### config.mk
export PLATFORM = sky130hd
export DESIGN_NAME = ricart_agrawala_mutex_node
export DESIGN_NICKNAME = d
export VERILOG_FILES = /design/src/design/ramx_pkg.sv /design/src/design/ramx_seq_unit.sv /design/src/design/ricart_agrawala_mutex_node.sv
export SDC_FILE = /design/constraint.sdc
export NUM_CORES = 1
export LEC_CHECK = 0
export BUFFER_PORTS_ARGS = -buffer_cell sky130_fd_sc_hd__buf_4
export CAP_MARGIN = 10
export CELL_PAD_IN_SITES_DETAIL_PLACEMENT = 1
export CELL_PAD_IN_SITES_GLOBAL_PLACEMENT = 1
export CORE_MARGIN = 3
export CORE_UTILIZATION = 52
export DETAILED_ROUTE_END_ITERATION = 10
export GPL_ROUTABILITY_DRIVEN = 0
export PLACE_DENSITY_LB_ADDON = 0.1
export RECOVER_POWER = 50
export SLEW_MARGIN = 20
export SYNTH_ARGS = -nofsm -noshare
export SYNTH_HDL_FRONTEND = slang
export SYNTH_HIERARCHICAL = 1
export SYNTH_SLANG_ARGS = --single-unit
### constraint.sdc
create_clock -name clk -period 7.8 [get_ports clk]
set_clock_uncertainty 0.1 [all_clocks]
set_input_delay 0.78 -clock clk [delete_from_list [all_inputs] [get_ports clk]]
set_output_delay 0.78 -clock clk [all_outputs]
set_load 0.01 [all_outputs]
### src/design/ramx_pkg.sv
`timescale 1ns / 1ps

package ramx_pkg;

    // sequence numbers and field widths
    localparam int SEQ_W     = 32;
    localparam int PEER_W    = 4;
    localparam int COUNT_W   = 5;
    localparam int ACT_W     = 3;
    localparam int KIND_W    = 2;
    localparam int NODES_DEF = 16;

    // event codes
    localparam logic [ACT_W-1:0] ACT_CLIENT_REQ  = 3'd0;
    localparam logic [ACT_W-1:0] ACT_CLIENT_REL  = 3'd1;
    localparam logic [ACT_W-1:0] ACT_CLIENT_DONE = 3'd2;
    localparam logic [ACT_W-1:0] ACT_PEER_REQ    = 3'd3;
    localparam logic [ACT_W-1:0] ACT_PEER_REPLY  = 3'd4;
    localparam logic [ACT_W-1:0] ACT_PEER_CLOSE  = 3'd5;

    // result codes
    localparam logic [KIND_W-1:0] MSG_GRANT   = 2'd0;
    localparam logic [KIND_W-1:0] MSG_REQUEST = 2'd1;
    localparam logic [KIND_W-1:0] MSG_REPLY   = 2'd2;
    localparam logic [KIND_W-1:0] MSG_CLOSE   = 2'd3;

    // configuration register indexes
    localparam logic CFG_SELF_INDEX = 1'b0;
    localparam logic CFG_NODE_COUNT = 1'b1;

    typedef enum logic [1:0] {
        ST_IDLE,
        ST_EXEC,
        ST_SCAN
    } state_t;

    // results of the shared sequence compare unit
    typedef struct packed {
        logic              mine_first;
        logic              seq_greater;
        logic [SEQ_W-1:0]  next_own_seq;
    } seq_res_t;

endpackage

### src/design/ramx_seq_unit.sv
`timescale 1ns / 1ps

module ramx_seq_unit (
    input  logic [ramx_pkg::SEQ_W-1:0]  own_seq,
    input  logic [ramx_pkg::SEQ_W-1:0]  highest_seq,
    input  logic [ramx_pkg::SEQ_W-1:0]  seq_in,
    input  logic [ramx_pkg::PEER_W-1:0] self_index,
    input  logic [ramx_pkg::PEER_W-1:0] peer,
    output ramx_pkg::seq_res_t          res
);
    import ramx_pkg::*;

    // lower sequence wins, ties go to the lower index
    always_comb
    begin
        res.mine_first   = (own_seq < seq_in) ||
                           ((own_seq == seq_in) && (self_index < peer));
        res.seq_greater  = seq_in > highest_seq;
        res.next_own_seq = (highest_seq == {SEQ_W{1'b1}}) ? highest_seq
                                                           : highest_seq + SEQ_W'(1);
    end

endmodule

### src/design/ricart_agrawala_mutex_node.sv
`timescale 1ns / 1ps

// one node of ricart-agrawala mutual exclusion
// in channel: one event item per handshake (action, peer, seq_in); in_ready is high only
//   while the node is idle and no configuration write is offered, so events are handled
//   one at a time and never share an edge with a configuration write
// out channel: result items (msg_kind, dest, seq_out, last); last marks the final result
//   of an event, and an event that causes nothing gives no result at all
// cfg channel: cfg_index 0 writes self_index, 1 writes node_count; either write puts all
//   node state back to its start values under the new configuration; cfg_ready is high
//   while idle
// a peer event or a grant gives its result from the exec state, once the output slot is free
// a peer event passes through the exec state only and then returns to idle for the next event
// client request, release and done walk the peer flags with the scan counter, one peer per
//   cycle unless a stalled receiver holds it, over the effective node count (at most
//   min(NODES,16)), and the next event is taken once the scan is back in idle
// a stalled receiver holds the output register; the scan then waits on the next peer that
//   has a result and resumes when the result is taken
// reset: node 0 of 16 (clamped to NODES), all peers active, no request pending

module ricart_agrawala_mutex_node #(
    parameter int NODES = ramx_pkg::NODES_DEF
) (
    input  logic                           clk,
    input  logic                           rst_n,
    // event items
    input  logic                           in_valid,
    output logic                           in_ready,
    input  logic [ramx_pkg::ACT_W-1:0]     action,
    input  logic [ramx_pkg::PEER_W-1:0]    peer,
    input  logic [ramx_pkg::SEQ_W-1:0]     seq_in,
    // result items
    output logic                           out_valid,
    input  logic                           out_ready,
    output logic [ramx_pkg::KIND_W-1:0]    msg_kind,
    output logic [ramx_pkg::PEER_W-1:0]    dest,
    output logic [ramx_pkg::SEQ_W-1:0]     seq_out,
    output logic                           last,
    // configuration writes
    input  logic                           cfg_valid,
    output logic                           cfg_ready,
    input  logic                           cfg_index,
    input  logic [ramx_pkg::COUNT_W-1:0]   cfg_data
);
    import ramx_pkg::*;

    localparam int IDXW = (NODES > 1) ? $clog2(NODES) : 1;
    // peer fields are four bits wide, so at most sixteen nodes take part
    localparam int LIM = (NODES < 16) ? NODES : 16;
    localparam logic [COUNT_W-1:0] LIM_N = COUNT_W'(LIM);
    localparam logic [NODES-1:0] RST_ACTIVE = NODES'((64'(1) << LIM) - 64'(2));

    // control state
    state_t               state_reg, state_next;
    logic                 out_valid_reg, out_valid_next;
    logic [NODES-1:0]     deferred_reg, deferred_next;
    logic [NODES-1:0]     peer_active_reg, peer_active_next;
    logic [NODES-1:0]     awaiting_reg, awaiting_next;
    logic [COUNT_W-1:0]   active_peers_reg, active_peers_next;
    logic [COUNT_W-1:0]   replies_pending_reg, replies_pending_next;
    logic                 local_pending_reg, local_pending_next;
    logic [SEQ_W-1:0]     own_seq_reg, own_seq_next;
    logic [SEQ_W-1:0]     highest_seq_reg, highest_seq_next;
    logic                 finished_reg, finished_next;
    logic [PEER_W-1:0]    self_reg, self_next;
    logic [COUNT_W-1:0]   count_reg, count_next;
    logic [IDXW-1:0]      scan_reg, scan_next;

    // latched event and output payload
    logic [ACT_W-1:0]     act_reg, act_next;
    logic [PEER_W-1:0]    peer_reg, peer_next;
    logic [SEQ_W-1:0]     seq_in_reg, seq_in_next;
    logic [KIND_W-1:0]    kind_reg, kind_next;
    logic [PEER_W-1:0]    dest_reg, dest_next;
    logic [SEQ_W-1:0]     seq_out_reg, seq_out_next;
    logic                 last_reg, last_next;

    logic                 in_accept;
    logic                 cfg_accept;
    logic                 slot_free;
    logic [COUNT_W-1:0]   n_eff;
    logic [COUNT_W-1:0]   new_count;
    logic [PEER_W-1:0]    new_self;
    logic [COUNT_W-1:0]   n_new;
    logic [NODES-1:0]     start_active;
    logic [NODES-1:0]     scan_vec;
    logic [NODES-1:0]     above_mask;
    logic                 scan_hit;
    logic                 scan_last;
    logic                 scan_end;
    logic                 scan_advance;
    logic                 exec_scan;
    logic                 peer_ok;
    logic [IDXW-1:0]      pidx;
    logic [COUNT_W-1:0]   replies_dec;
    seq_res_t             seq_res;

    assign in_accept  = in_valid && in_ready;
    assign cfg_accept = cfg_valid && cfg_ready;
    assign slot_free  = !out_valid_reg || out_ready;

    // effective node count, clamped to [1, LIM]
    assign n_eff = (count_reg == '0) ? COUNT_W'(1) : ((count_reg > LIM_N) ? LIM_N : count_reg);

    // start values for a configuration write use the value being written
    assign new_self  = (cfg_index == CFG_SELF_INDEX) ? cfg_data[PEER_W-1:0] : self_reg;
    assign new_count = (cfg_index == CFG_NODE_COUNT) ? cfg_data : count_reg;
    assign n_new     = (new_count == '0) ? COUNT_W'(1)
                                         : ((new_count > LIM_N) ? LIM_N : new_count);

    assign pidx    = IDXW'(peer_reg);
    assign peer_ok = (COUNT_W'(peer_reg) < n_eff) && (peer_reg != self_reg);

    // shared sequence compare and increment
    ramx_seq_unit u_seq (
        .own_seq     (own_seq_reg),
        .highest_seq (highest_seq_reg),
        .seq_in      (seq_in_reg),
        .self_index  (self_reg),
        .peer        (peer_reg),
        .res         (seq_res)
    );

    // per-peer masks: start set and flags above the scan position
    for (genvar j = 0; j < NODES; j++)
    begin : g_mask
        assign start_active[j] = (j < int'(n_new)) && (j != int'(new_self));
        assign above_mask[j]   = (IDXW'(j) > scan_reg) && (j < int'(n_eff));
    end

    // flag vector walked by the scan: deferred for release, active peers otherwise
    assign scan_vec     = (act_reg == ACT_CLIENT_REL) ? deferred_reg : peer_active_reg;
    assign scan_hit     = scan_vec[scan_reg];
    assign scan_last    = (scan_vec & above_mask) == '0;
    assign scan_end     = 7'(scan_reg) == (7'(n_eff) - 7'd1);
    assign scan_advance = !scan_hit || slot_free;

    assign replies_dec = (replies_pending_reg != '0) ? replies_pending_reg - COUNT_W'(1)
                                                     : replies_pending_reg;

    // does the latched event need a walk over the peers
    always_comb
    begin
        exec_scan = 1'b0;
        if (!finished_reg)
        begin
            case (act_reg)
                ACT_CLIENT_REQ:  exec_scan = !local_pending_reg && (|peer_active_reg);
                ACT_CLIENT_REL:  exec_scan = local_pending_reg;
                ACT_CLIENT_DONE: exec_scan = 1'b1;
                default:         exec_scan = 1'b0;
            endcase
        end
    end

    // next state
    always_comb
    begin
        state_next = state_reg;
        unique case (state_reg)
            ST_IDLE:
            begin
                if (in_accept)
                    state_next = ST_EXEC;
            end
            ST_EXEC:
            begin
                if (slot_free)
                    state_next = exec_scan ? ST_SCAN : ST_IDLE;
            end
            ST_SCAN:
            begin
                if (scan_advance && scan_end)
                    state_next = ST_IDLE;
            end
            default: state_next = ST_IDLE;
        endcase
    end

    // handshake outputs; an offered configuration write goes first
    always_comb
    begin
        unique case (state_reg)
            ST_IDLE:
            begin
                in_ready  = !cfg_valid;
                cfg_ready = 1'b1;
            end
            ST_EXEC, ST_SCAN:
            begin
                in_ready  = 1'b0;
                cfg_ready = 1'b0;
            end
            default:
            begin
                in_ready  = 1'b0;
                cfg_ready = 1'b0;
            end
        endcase
    end

    // node state and result register
    always_comb
    begin
        logic             emit;
        logic [KIND_W-1:0] em_kind;
        logic [PEER_W-1:0] em_dest;
        logic [SEQ_W-1:0]  em_seq;
        logic              em_last;

        emit    = 1'b0;
        em_kind = MSG_GRANT;
        em_dest = '0;
        em_seq  = '0;
        em_last = 1'b1;

        deferred_next        = deferred_reg;
        peer_active_next     = peer_active_reg;
        awaiting_next        = awaiting_reg;
        active_peers_next    = active_peers_reg;
        replies_pending_next = replies_pending_reg;
        local_pending_next   = local_pending_reg;
        own_seq_next         = own_seq_reg;
        highest_seq_next     = highest_seq_reg;
        finished_next        = finished_reg;
        self_next            = self_reg;
        count_next           = count_reg;
        scan_next            = scan_reg;
        act_next             = act_reg;
        peer_next            = peer_reg;
        seq_in_next          = seq_in_reg;

        if (cfg_accept)
        begin
            if (cfg_index == CFG_SELF_INDEX)
                self_next = cfg_data[PEER_W-1:0];
            else
                count_next = cfg_data;
            deferred_next        = '0;
            awaiting_next        = '0;
            peer_active_next     = start_active;
            active_peers_next    = n_new;
            replies_pending_next = n_new;
            local_pending_next   = 1'b0;
            own_seq_next         = '0;
            highest_seq_next     = '0;
            finished_next        = 1'b0;
        end
        else if (in_accept)
        begin
            act_next    = action;
            peer_next   = peer;
            seq_in_next = seq_in;
        end
        else if (state_reg == ST_EXEC && slot_free)
        begin
            scan_next = '0;
            if (!finished_reg)
            begin
                case (act_reg)
                    ACT_CLIENT_REQ:
                    begin
                        if (!local_pending_reg)
                        begin
                            local_pending_next = 1'b1;
                            if (!(|peer_active_reg))
                                emit = 1'b1;
                            else
                            begin
                                own_seq_next         = seq_res.next_own_seq;
                                replies_pending_next = '0;
                            end
                        end
                    end
                    ACT_CLIENT_REL:
                    begin
                        local_pending_next = 1'b0;
                    end
                    ACT_CLIENT_DONE:
                    begin
                        finished_next = 1'b1;
                    end
                    ACT_PEER_REQ:
                    begin
                        if (peer_ok)
                        begin
                            if (seq_res.seq_greater)
                                highest_seq_next = seq_in_reg;
                            if (local_pending_reg && seq_res.mine_first)
                                deferred_next[pidx] = 1'b1;
                            else
                            begin
                                emit    = 1'b1;
                                em_kind = MSG_REPLY;
                                em_dest = peer_reg;
                            end
                        end
                    end
                    ACT_PEER_REPLY:
                    begin
                        if (peer_ok && local_pending_reg && awaiting_reg[pidx])
                        begin
                            awaiting_next[pidx]  = 1'b0;
                            replies_pending_next = replies_dec;
                            emit                 = replies_dec == '0;
                        end
                    end
                    ACT_PEER_CLOSE:
                    begin
                        if (peer_ok)
                        begin
                            if (awaiting_reg[pidx])
                            begin
                                awaiting_next[pidx]  = 1'b0;
                                replies_pending_next = replies_dec;
                                emit = (replies_dec == '0) && local_pending_reg;
                            end
                            if (peer_active_reg[pidx])
                            begin
                                peer_active_next[pidx] = 1'b0;
                                if (active_peers_reg != '0)
                                    active_peers_next = active_peers_reg - COUNT_W'(1);
                            end
                        end
                    end
                    default:
                    begin
                        emit = 1'b0;
                    end
                endcase
            end
        end
        else if (state_reg == ST_SCAN && scan_advance)
        begin
            if (scan_hit)
            begin
                emit    = 1'b1;
                em_dest = PEER_W'(scan_reg);
                em_last = scan_last;
                case (act_reg)
                    ACT_CLIENT_REQ:
                    begin
                        em_kind                 = MSG_REQUEST;
                        em_seq                  = own_seq_reg;
                        awaiting_next[scan_reg] = 1'b1;
                        replies_pending_next    = replies_pending_reg + COUNT_W'(1);
                    end
                    ACT_CLIENT_REL:
                    begin
                        em_kind                 = MSG_REPLY;
                        deferred_next[scan_reg] = 1'b0;
                    end
                    default:
                    begin
                        em_kind = MSG_CLOSE;
                    end
                endcase
            end
            if (!scan_end)
                scan_next = scan_reg + IDXW'(1);
        end

        // output register: a new result replaces one being taken
        kind_next    = kind_reg;
        dest_next    = dest_reg;
        seq_out_next = seq_out_reg;
        last_next    = last_reg;
        if (emit)
        begin
            out_valid_next = 1'b1;
            kind_next      = em_kind;
            dest_next      = em_dest;
            seq_out_next   = em_seq;
            last_next      = em_last;
        end
        else if (out_ready)
            out_valid_next = 1'b0;
        else
            out_valid_next = out_valid_reg;
    end

    always_ff @(posedge clk or negedge rst_n)
    begin
        if (!rst_n)
        begin
            state_reg           <= ST_IDLE;
            out_valid_reg       <= 1'b0;
            deferred_reg        <= '0;
            peer_active_reg     <= RST_ACTIVE;
            awaiting_reg        <= '0;
            active_peers_reg    <= LIM_N;
            replies_pending_reg <= LIM_N;
            local_pending_reg   <= 1'b0;
            own_seq_reg         <= '0;
            highest_seq_reg     <= '0;
            finished_reg        <= 1'b0;
            self_reg            <= '0;
            count_reg           <= COUNT_W'(16);
            scan_reg            <= '0;
        end
        else
        begin
            state_reg           <= state_next;
            out_valid_reg       <= out_valid_next;
            deferred_reg        <= deferred_next;
            peer_active_reg     <= peer_active_next;
            awaiting_reg        <= awaiting_next;
            active_peers_reg    <= active_peers_next;
            replies_pending_reg <= replies_pending_next;
            local_pending_reg   <= local_pending_next;
            own_seq_reg         <= own_seq_next;
            highest_seq_reg     <= highest_seq_next;
            finished_reg        <= finished_next;
            self_reg            <= self_next;
            count_reg           <= count_next;
            scan_reg            <= scan_next;
        end
    end

    // payload registers, no reset
    always_ff @(posedge clk)
    begin
        act_reg     <= act_next;
        peer_reg    <= peer_next;
        seq_in_reg  <= seq_in_next;
        kind_reg    <= kind_next;
        dest_reg    <= dest_next;
        seq_out_reg <= seq_out_next;
        last_reg    <= last_next;
    end

    assign out_valid = out_valid_reg;
    assign msg_kind  = kind_reg;
    assign dest      = dest_reg;
    assign seq_out   = seq_out_reg;
    assign last      = last_reg;

`ifndef SYNTH
    // a reply is only awaited from a peer that is still active
    assert property (@(posedge clk) disable iff (!rst_n)
        (awaiting_reg & ~peer_active_reg) == '0)
        else $error("awaiting reply from inactive peer");

    // every active peer is counted in the active total
    assert property (@(posedge clk) disable iff (!rst_n)
        int'(active_peers_reg) >= $countones(peer_active_reg))
        else $error("active peer count below active flags");

    // outstanding replies never exceed the node span
    assert property (@(posedge clk) disable iff (!rst_n)
        replies_pending_reg <= LIM_N)
        else $error("reply count out of range");
`endif

endmodule
==> flow_metrics.py, run 1 <==
metrics = {
    "cells_and_area": {
        "n_fill_cell": 2796,
        "stdcell_area_mm2": 0.0148,
        "drive_above_1_share_pct": 11.1,
        "nets": 1596,
        "antenna_cells": 0,
        "area_growth_pct": 12.1,
    },
    "route": {
        "vias": 11734,
        "drc": 0,
        "totalWireLength_mm": 43.2,
        "drtAntennaViolNets": 0,
        "viasPerCell": 6.49,
        "drtPass1Iterations": 7,
        "wl_per_cell_um": 23.9,
        "drt_iter0_markers": 1078,
    },
    "timing": {
        "fin_tns_setup_ns": 0,
        "fmax_ghz": 0.189,
        "rsz0062_at_grt": "false",
        "worst_slack_ns": 2.51,
        "whs_ns": 0.330,
        "worst_pin_slew_ns": 4.40,
        "slew_headroom_pct": -193,
        "setup_violations": 0,
        "period_share_pct": 67.9,
        "layout_min_cycle_time_ns": 5.29,
        "final_hold_viol_count": 0,
        "slew_violations": 201,
    },
    "logic_synthesis": {
        "async_flop_share_pct": 63.4,
        "syn-mean-instance-area_um2": 9.35,
        "synth.most_common_cell": "nand2_1",
        "synthCells": 1413,
        "yosys-top-cells-count": "255 x nand2_1, 141 x o21ai_0, 118 x dfrtp_1",
        "synth_nets": 1543,
        "synth_top_area_cell": "dfrtp_1",
        "synth-main-ff-cell": "dfrtp_1",
        "seq_area_frac_synth_pct": 43.5,
        "ys_warn_count": 6,
        "synthTopCellsByArea": "dfrtp_1 22%, edfxtp_1 18%, ha_1 7.6%, nand2_1 7.2%, o21ai_0 5.3%",
        "synth-seq-cells": 213,
        "synth_top_area_share_pct": 22.4,
        "synth_cell_types": 93,
        "synth_area_mm2": 0.0132,
        "synth_edf_count": 78,
    },
    "global_route": {
        "grt_max_degree": 99,
        "antenna_found_initial": 0,
        "track_usage_pct": 31.9,
        "grt_pass1_vias": 12129,
        "grt-ovfl-total": 0,
        "grt_pass1_wl_mm": 68.3,
    },
    "setup_path": {
        "path_class": "input port to async pin",
        "timing.rr.end": "seq_out[16]$_SDFFCE_PP0P_",
        "worstPathArrival_ns": 5.53,
        "cp-end-kind": "async pin",
        "startpoint": "rst_n",
        "crit_cells": 2,
        "worstRegToRegCells": 7,
        "worst_setup_path_start_kind": "input port",
        "cpLargestDelayFamily": "buffers and inverters",
        "endpoint": "awaiting_reg[4]$_DFFE_PN0P_",
        "cp_cell_sequence": "clkbuf_1 > clkbuf_2",
        "slowest_stage": "clkbuf_1",
        "cp_slowest_stage_delay_ns": 3.03,
        "ff2ff_setup_slack_ns": 3.49,
        "crit_required_ns": 8.04,
        "reg2reg_from": "scan_reg[0]$_DFFE_PN0P_",
        "crit_fanout": 72,
        "critPathBufInv": 2,
    },
    "clock_network": {
        "cts_resized": 0,
        "postCtsHoldBufs": 0,
        "cts_made_buffers": 25,
        "post_cts_buffers": 0,
        "htree_num_levels": 1,
        "root_buffer": "clkbuf_16",
        "clockBufferDepth": 3,
        "clk_latency_ns": 0.55,
        "path_clk_slew_ns": 0.06,
        "cts_num_sinks": 213,
        "cts_tree": "yes",
    },
    "run": {
        "maxCapViolations": 4,
    },
    "placed_design": {
        "post-place-ws_ns": 3.59,
        "placed_area_mm2": 0.0141,
        "portBuffers": 91,
        "dpl.hpwl_mm": 29.5,
    },
    "power_and_ir_drop": {
        "switching_power_mw": 2.23,
        "pwr-share-clk_pct": 23.7,
        "p_leak_nw": 6.27,
        "ir_drop_uv": 233,
        "seqPwrFrac_pct": 37.7,
        "p_int_mw": 3.09,
        "swShare_pct": 41.9,
        "comb_power_share_pct": 38.6,
        "powerDensity_mw_per_mm2": 360,
    },
    "die": {
        "die_h_um": 165,
        "fp.dieW_um": 165,
        "core-area_mm2": 0.0246,
        "die_area_mm2": 0.0273,
        "start_util_pct": 53.7,
        "rows": 57,
        "ioPinCount": 92,
    },
    "outcome": {
        "outcome": "complete, but fails checks",
        "violations": "max-capacitance violations, max-slew violations",
    },
    "hold_path": {
        "min_path_type": "input port to flip-flop",
        "min-delay-start": "seq_in[10]",
    },
}
## area by class of cell
class	instances	area (µm²)	area share, %
inverters	85	319	2.16
clock inverters	15	199	1.34
multi-input cells	1037	6830	46.2
repair buffers	104	613	4.14
clock buffers	31	691	4.67
flip-flops and latches	213	5740	38.8
well taps	324	405	2.74
## metrics by stage
stage               std cells  utilization [%]  total power [mW]
floorplan                1413                -              3.28
global placement         1763             57.3              3.89
detailed placement       1763             57.3              4.03
CTS                      1809             60.9              5.34
global route             1809             60.1              5.66
finish                   1809             60.1              5.32
## per-layer routing
layer	routed length [µm]	track usage, %	part of all wire, %	vias up
li1	-	-	-	5210
met1	18900	44.7	44	5965
met2	20300	51.5	47	452
met3	2710	4.51	6.3	107
met4	1260	9.75	2.9	0
met5	0	0	0	-
## logic make-up (layout without fill, tap and decap cells)
group	count (synthesis)	in the layout	synth area share, %
and+or+nand+nor	531	531	19.4
AOI/OAI and AO/OA	352	352	17.6
DFF	213	213	43.5
buffers and inverters	163	235	5.10
muxes	33	33	4.07
adders and majority gates	80	80	7.58
xor gates and xnor gates	41	41	2.72
## worst min path at each step
stage,depth (start not counted),end
after floorplan,1,awaiting_reg[11]$_DFFE_PN0P_
after CTS,1,highest_seq_reg[15]$_DFFE_PN0P_
final,1,seq_in_reg[10]$_DFFE_PP_
after detailed placement,2,own_seq_reg[28]$_DFFE_PN0P_
after global routing,1,seq_in_reg[9]$_DFFE_PP_
after global placement,2,own_seq_reg[0]$_DFFE_PN0P_
## cell usage in the layout (no fill, tap or decap), drive strengths merged, types with 9 or more instances in the layout
master  count
a221o      17
nand3      28
a21oi      65
dfrtp     118
xnor2      34
dfstp      17
o21ai     142
a22o       29
nand2     256
nor4       20
nand4      21
nor3       26
inv        85
nand2b     15
edfxtp     78
and4        9
and3       40
o32ai      11
mux4       15
mux2i      11
a21o       15
ha         80
clkbuf    114
buf        21
nor2       75
## power by group through the flow
stage,registers (mW),logic (mW),clock network [mW]
final,2.01,2.05,1.26
after global routing,2.05,2.27,1.34
after CTS,1.99,2.07,1.28
after detailed placement,2.00,2.03,0
after global placement,1.97,1.92,0
after floorplan,1.80,1.48,0
No activity file was read; power rests on OpenSTA's default activity.
==> run 2, diff against run 1 <==
CORE_UTILIZATION = 48   (was 52)
clock period = 5.3 ns   (was 7.8 ns; I/O delays follow)
==> run 2 against run 1 <==
  * Largest power group unchanged
  * Sequential share of layout area is 0.099 points higher
  * Largest cell class unchanged
  * Routed wire length is 0.58% lower
  * The flow still finishes with violations (max-capacitance violations, max-slew violations)
  * Clock power is 39% higher
==> flow_metrics.py, run 2 (synthesis results as in run 1) <==
metrics = {
    "outcome": {
        "outcome": "complete, but fails checks",
        "violations": "max-capacitance violations, max-slew violations",
    },
    "die": {
        "core-area_mm2": 0.0270,
        "fp.dieW_um": 172,
        "die_area_mm2": 0.0295,
        "rows": 60,
        "start_util_pct": 48.9,
        "die_h_um": 172,
        "ioPinCount": 92,
    },
    "setup_path": {
        "ff2ff_setup_slack_ns": 1.01,
        "worstPathArrival_ns": 4.66,
        "startpoint": "count_reg[4]$_DFFE_PN1P_",
        "crit_required_ns": 5.67,
        "worst_setup_path_start_kind": "flip-flop",
        "path_class": "flip-flop to flip-flop",
        "reg2reg_from": "count_reg[4]$_DFFE_PN1P_",
        "crit_fanout": 16,
        "cp-end-kind": "flip-flop",
    },
    "clock_network": {
        "cts_tree": "yes",
        "htree_num_levels": 1,
        "cts_resized": 0,
        "root_buffer": "clkbuf_16",
        "path_clk_slew_ns": 0.06,
        "post_cts_buffers": 0,
        "cts_num_sinks": 213,
        "cts_made_buffers": 26,
        "clockBufferDepth": 3,
        "clk_latency_ns": 0.54,
    },
    "timing": {
        "final_hold_viol_count": 0,
        "layout_min_cycle_time_ns": 4.29,
        "slew_violations": 153,
        "setup_violations": 0,
        "period_share_pct": 81.0,
        "fin_tns_setup_ns": 0,
        "worst_pin_slew_ns": 3.00,
        "rsz0062_at_grt": "false",
        "fmax_ghz": 0.233,
        "slew_headroom_pct": -99.9,
    },
    "global_route": {
        "track_usage_pct": 29.1,
        "grt_max_degree": 78,
        "use_met1_pct": 41.9,
        "grt_use_met2_pct": 46.9,
        "grt-ovfl-total": 0,
        "use_met3_pct": 4.02,
        "top_usage_layer": "met2",
        "grt_pass1_wl_mm": 68.0,
        "grt_pass1_vias": 11920,
        "antenna_found_initial": 0,
    },
    "placed_design": {
        "dpl.hpwl_mm": 30.4,
        "placed_area_mm2": 0.0141,
        "portBuffers": 91,
    },
    "cells_and_area": {
        "final_common_cell": "nand2_1",
        "nets": 1599,
        "antenna_cells": 0,
        "drive_above_1_share_pct": 11.1,
        "final_cell_mix": "255 x nand2_1, 141 x o21ai_0, 118 x dfrtp_1",
        "stdcell_area_mm2": 0.0148,
        "area_growth_pct": 11.8,
    },
    "route": {
        "totalWireLength_mm": 42.9,
        "drc": 0,
        "viasPerCell": 6.29,
        "drtAntennaViolNets": 0,
        "vias": 11502,
        "wl_per_cell_um": 23.5,
        "drt_iter0_markers": 742,
        "drtPass1Iterations": 5,
    },
    "power_and_ir_drop": {
        "p_int_mw": 4.44,
        "pwr-share-clk_pct": 22.7,
        "comb_power_share_pct": 39.1,
        "seqPwrFrac_pct": 38.2,
        "swShare_pct": 42.3,
        "powerDensity_mw_per_mm2": 522,
        "p_leak_nw": 6.26,
        "switching_power_mw": 3.26,
        "ir_drop_uv": 282,
    },
    "hold_path": {
        "min_path_type": "input port to flip-flop",
        "min-delay-start": "peer[3]",
    },
    "run": {
        "maxCapViolations": 3,
    },
}
==> run 2: changes by cell type in the layout (fill, tap and decap cells not counted), moves of 3 or more <==
cell,change
clkinv_2,+8
clkbuf_4,-4
clkinvlp_4,-4
bufinv_16,-3
clkbuf_1,+3
clkbuf_8,+3
==> run 2: path summary, 6_finish.rpt <==
check	to	cells past startpoint
worst max-delay path	peer_active_reg[8]$_DFFE_PN1P_	11
worst min-delay path	peer_reg[3]$_DFFE_PP_	1
worst max register to register	peer_active_reg[8]$_DFFE_PN1P_	11
worst min register to register	own_seq_reg[11]$_DFFE_PN0P_	2
max in group asynchronous	deferred_reg[2]$_DFFE_PN0P_	3
min in group asynchronous	own_seq_reg[21]$_DFFE_PN0P_	2
==> run 2: power groups by stage <==
stage          Sequential (mW)  Clock (mW)  Combinational (mW)
6_report                  2.94        1.75                3.01
5_1_grt                   3.02        1.84                3.36
4_1_cts                   2.93        1.77                3.06
3_5_place_dp              2.95           0                3.02
3_3_place_gp              2.92           0                2.89
2_1_floorplan             2.66           0                2.17
==> run 2: critical path, cell delays in order (launching register included) <==
cell	delay [ns]
dfstp_2	0.63
clkinv_1	0.30
nand2_1	0.25
ha_1	0.25
o21a_1	0.19
o211a_1	0.20
a221oi_1	0.58
inv_1	0.14
nor3_1	0.44
a41o_1	0.73
nand2_1	0.14
a22o_1	0.28
==> run 2: layout make-up <==
type                    instances  area [µm²]
fillers                      3123       12300
repair buffers                106         617
multi-input cells            1037        6830
clock inverters                14        95.1
flip-flops and latches        213        5740
inverters                      85         319
clock buffers                  34         732
well taps                     341         427
==> run 2: through the flow <==
step / cells / utilization [%] / hold slack [ns] / power, mW / setup slack [ns]
after detailed placement: 1781 / 52.2 / 0.401 / 5.97 / 1.10
after CTS: 1830 / 55.3 / 0.0487 / 7.76 / 1.10
after floorplan: 1413 / - / 0.134 / 4.83 / 1.55
after global routing: 1830 / 54.6 / 0.0771 / 8.22 / 0.549
after global placement: 1781 / 52.2 / 0.389 / 5.80 / 1.31
final: 1830 / 54.6 / 0.0871 / 7.70 / 1.01
==> run 2: per-layer routing <==
metal	wire, µm	vias to the layer above
met5	0	-
met4	969	0
met3	2620	66
met2	19800	331
met1	19500	5878
li1	-	5227
==> run 2: repair_timing <==
| action | 4_1_cts | 5_1_grt |
|---|---|---|
| endpoints found under the hold margin | 47 | 0 |
| hold buffers | 1 | 0 |
| endpoints found under the setup margin | 0 | 0 |
==> run 3, diff against run 2 <==
CORE_UTILIZATION = 43   (was 48)
clock period = 3.7 ns   (was 5.3 ns; I/O delays follow)
==> run 3 against run 2 <==
  * The run still ends with max-capacitance violations, max-slew violations left
  * Non-clock buffer count up 76
  * Largest power group unchanged
  * Power up 49%
  * First-iteration DRC count grew 4.4%
  * Core utilization down 2.3 points
  * Highest routed layer unchanged
  * Critical path type unchanged
  * Final cell count rose by 6.9%
  * Register-to-register slack worse by 0.83 ns
==> flow_metrics.py, run 3 (synthesis results as in run 1) <==
metrics = {
    "die": {
        "die_area_mm2": 0.0329,
        "rows": 63,
        "core-area_mm2": 0.0300,
        "die_h_um": 181,
        "start_util_pct": 44.1,
        "fp.dieW_um": 181,
        "ioPinCount": 92,
    },
    "timing": {
        "slew_headroom_pct": -11.9,
        "fin_tns_setup_ns": 0,
        "setup_violations": 0,
        "layout_min_cycle_time_ns": 3.52,
        "worst_pin_slew_ns": 1.68,
        "slew_violations": 59,
        "final_hold_viol_count": 0,
        "fmax_ghz": 0.284,
        "period_share_pct": 95.2,
        "rsz0062_at_grt": "false",
    },
    "power_and_ir_drop": {
        "ir_drop_uv": 390,
        "p_leak_nw": 6.67,
        "fin_total_pwr_mw": 11.5,
        "powerDensity_mw_per_mm2": 733,
    },
    "cells_and_area": {
        "final_util_pct": 52.3,
        "final_cell_mix": "253 x nand2_1, 141 x o21ai_0, 118 x dfrtp_1",
        "final_common_cell": "nand2_1",
        "nets": 1676,
        "layout.cells.non_filler": 1957,
        "regArea_mm2": 0.00574,
        "drive_above_1_share_pct": 13.0,
        "area_growth_pct": 18.6,
        "multi_input_area_mm2": 0.00686,
        "n_fill_cell": 3400,
        "stdcell_area_mm2": 0.0157,
        "antenna_cells": 0,
    },
    "placed_design": {
        "portBuffers": 91,
        "dp_cells": 1862,
        "placed_area_mm2": 0.0144,
        "dpl.hpwl_mm": 31.5,
    },
    "global_route": {
        "grt_pass1_vias": 11849,
        "grt_max_degree": 65,
        "track_usage_pct": 26.5,
        "grt_pass1_wl_mm": 69.4,
        "antenna_found_initial": 0,
        "grt-ovfl-total": 0,
    },
    "clock_network": {
        "clockBufferDepth": 3,
        "root_buffer": "clkbuf_16",
        "cts_num_sinks": 213,
        "path_clk_slew_ns": 0.06,
        "htree_num_levels": 1,
        "cts_made_buffers": 27,
        "cts_tree": "yes",
        "clk_latency_ns": 0.55,
    },
    "hold_path": {
        "whs_endpoint": "self_reg[2]$_DFFE_PN0P_",
        "hold_depth": 2,
        "min_path_type": "input port to flip-flop",
        "min-delay-start": "cfg_data[2]",
    },
    "outcome": {
        "violations": "max-capacitance violations, max-slew violations",
        "outcome": "complete, but fails checks",
    },
    "setup_path": {
        "crit_top_cell": "buf_4",
        "cp_slowest_stage_delay_ns": 0.55,
        "worstRegToRegCells": 10,
        "cp_cell_sequence": "nor3b_4 > buf_4 > buf_4 > mux4_2 > a22o_1 > o21ai_1 > nand2_1 > a21oi_1 > o211ai_2 > a221o_1",
        "slowest_stage": "edfxtp_1",
        "timing.rr.end": "awaiting_reg[10]$_DFFE_PN0P_",
        "reg2reg_from": "act_reg[2]$_DFFE_PP_",
        "crit_required_ns": 4.03,
        "crit_fanout": 16,
        "worstPathArrival_ns": 3.86,
        "ff2ff_setup_slack_ns": 0.18,
        "path_class": "flip-flop to flip-flop",
        "worst_setup_path_start_kind": "flip-flop",
        "cp-end-kind": "flip-flop",
    },
    "route": {
        "drtAntennaViolNets": 0,
        "totalWireLength_mm": 44.1,
        "drtPass1Iterations": 5,
        "drc": 0,
        "viasPerCell": 5.93,
        "vias": 11614,
        "wl_per_cell_um": 22.5,
        "drt_iter0_markers": 775,
    },
    "run": {
        "maxCapViolations": 1,
    },
}
==> run 3: through the flow <==
stage          hold WS, ns  setup WS, ns
3_5_place_dp         0.303        -0.176
4_1_cts            0.00110        0.0176
2_1_floorplan      -0.0256         0.310
6_report            0.0116         0.176
3_3_place_gp         0.298       -0.0700
5_1_grt             0.0145        0.0374
==> run 3: area by class of cell <==
type | count | area share, %
Multi-Input combinational cell | 1037 | 43.8
Sequential cell | 213 | 36.7
Timing Repair Buffer | 182 | 8.41
Clock buffer | 35 | 4.57
Tap cell | 390 | 3.12
Inverter | 85 | 2.04
Clock inverter | 15 | 1.41
==> run 3: worst max-delay path by stage <==
stage                                    to  slack (ns)                      from  cells past startpoint
3_3_place_gp       seq_out[8]$_SDFFCE_PP0P_       -0.07  seq_in_reg[30]$_DFFE_PP_                     12
5_1_grt         awaiting_reg[3]$_DFFE_PN0P_        0.04      act_reg[2]$_DFFE_PP_                     10
3_5_place_dp       seq_out[3]$_SDFFCE_PP0P_       -0.18  seq_in_reg[30]$_DFFE_PP_                     12
4_1_cts            seq_out[3]$_SDFFCE_PP0P_        0.02  seq_in_reg[30]$_DFFE_PP_                     12
2_1_floorplan  awaiting_reg[12]$_DFFE_PN0P_        0.31  count_reg[4]$_DFFE_PN1P_                     12
6_report       awaiting_reg[10]$_DFFE_PN0P_        0.18      act_reg[2]$_DFFE_PP_                     10
==> run 3: power by group <==
part	internal, mW	switching, mW
clock	1.72	1.08
combinational	1.79	2.77
sequential	3.25	0.881
total	6.76	4.73
==> run 3: routing by layer <==
layer / wire, µm / GRT usage (%) / part of all wire [%]
met4: 884 / 6.34 / 2.0
met3: 2390 / 3.48 / 5.4
met2: 20100 / 41.5 / 46
met1: 20700 / 39.0 / 47
met5: 0 / 0 / 0
==> run 3: repair_timing <==
action	4_1_cts	5_1_grt
pin swaps	1	1
setup buffers	2	0
setup endpoints to repair	33	56
resized for setup	1	3
hold endpoints to repair	97	0
hold buffers	43	0
==> run 3: critical path, delay by kind of cell, from the launching register on <==
| kind | cells | cell delay (ns) |
|---|---|---|
| and+or+nand+nor | 2 | 0.35 |
| buffers and inverters | 2 | 0.47 |
| muxes | 1 | 0.32 |
| AOI/OAI and AO/OA | 5 | 1.60 |
| DFF | 1 | 0.55 |
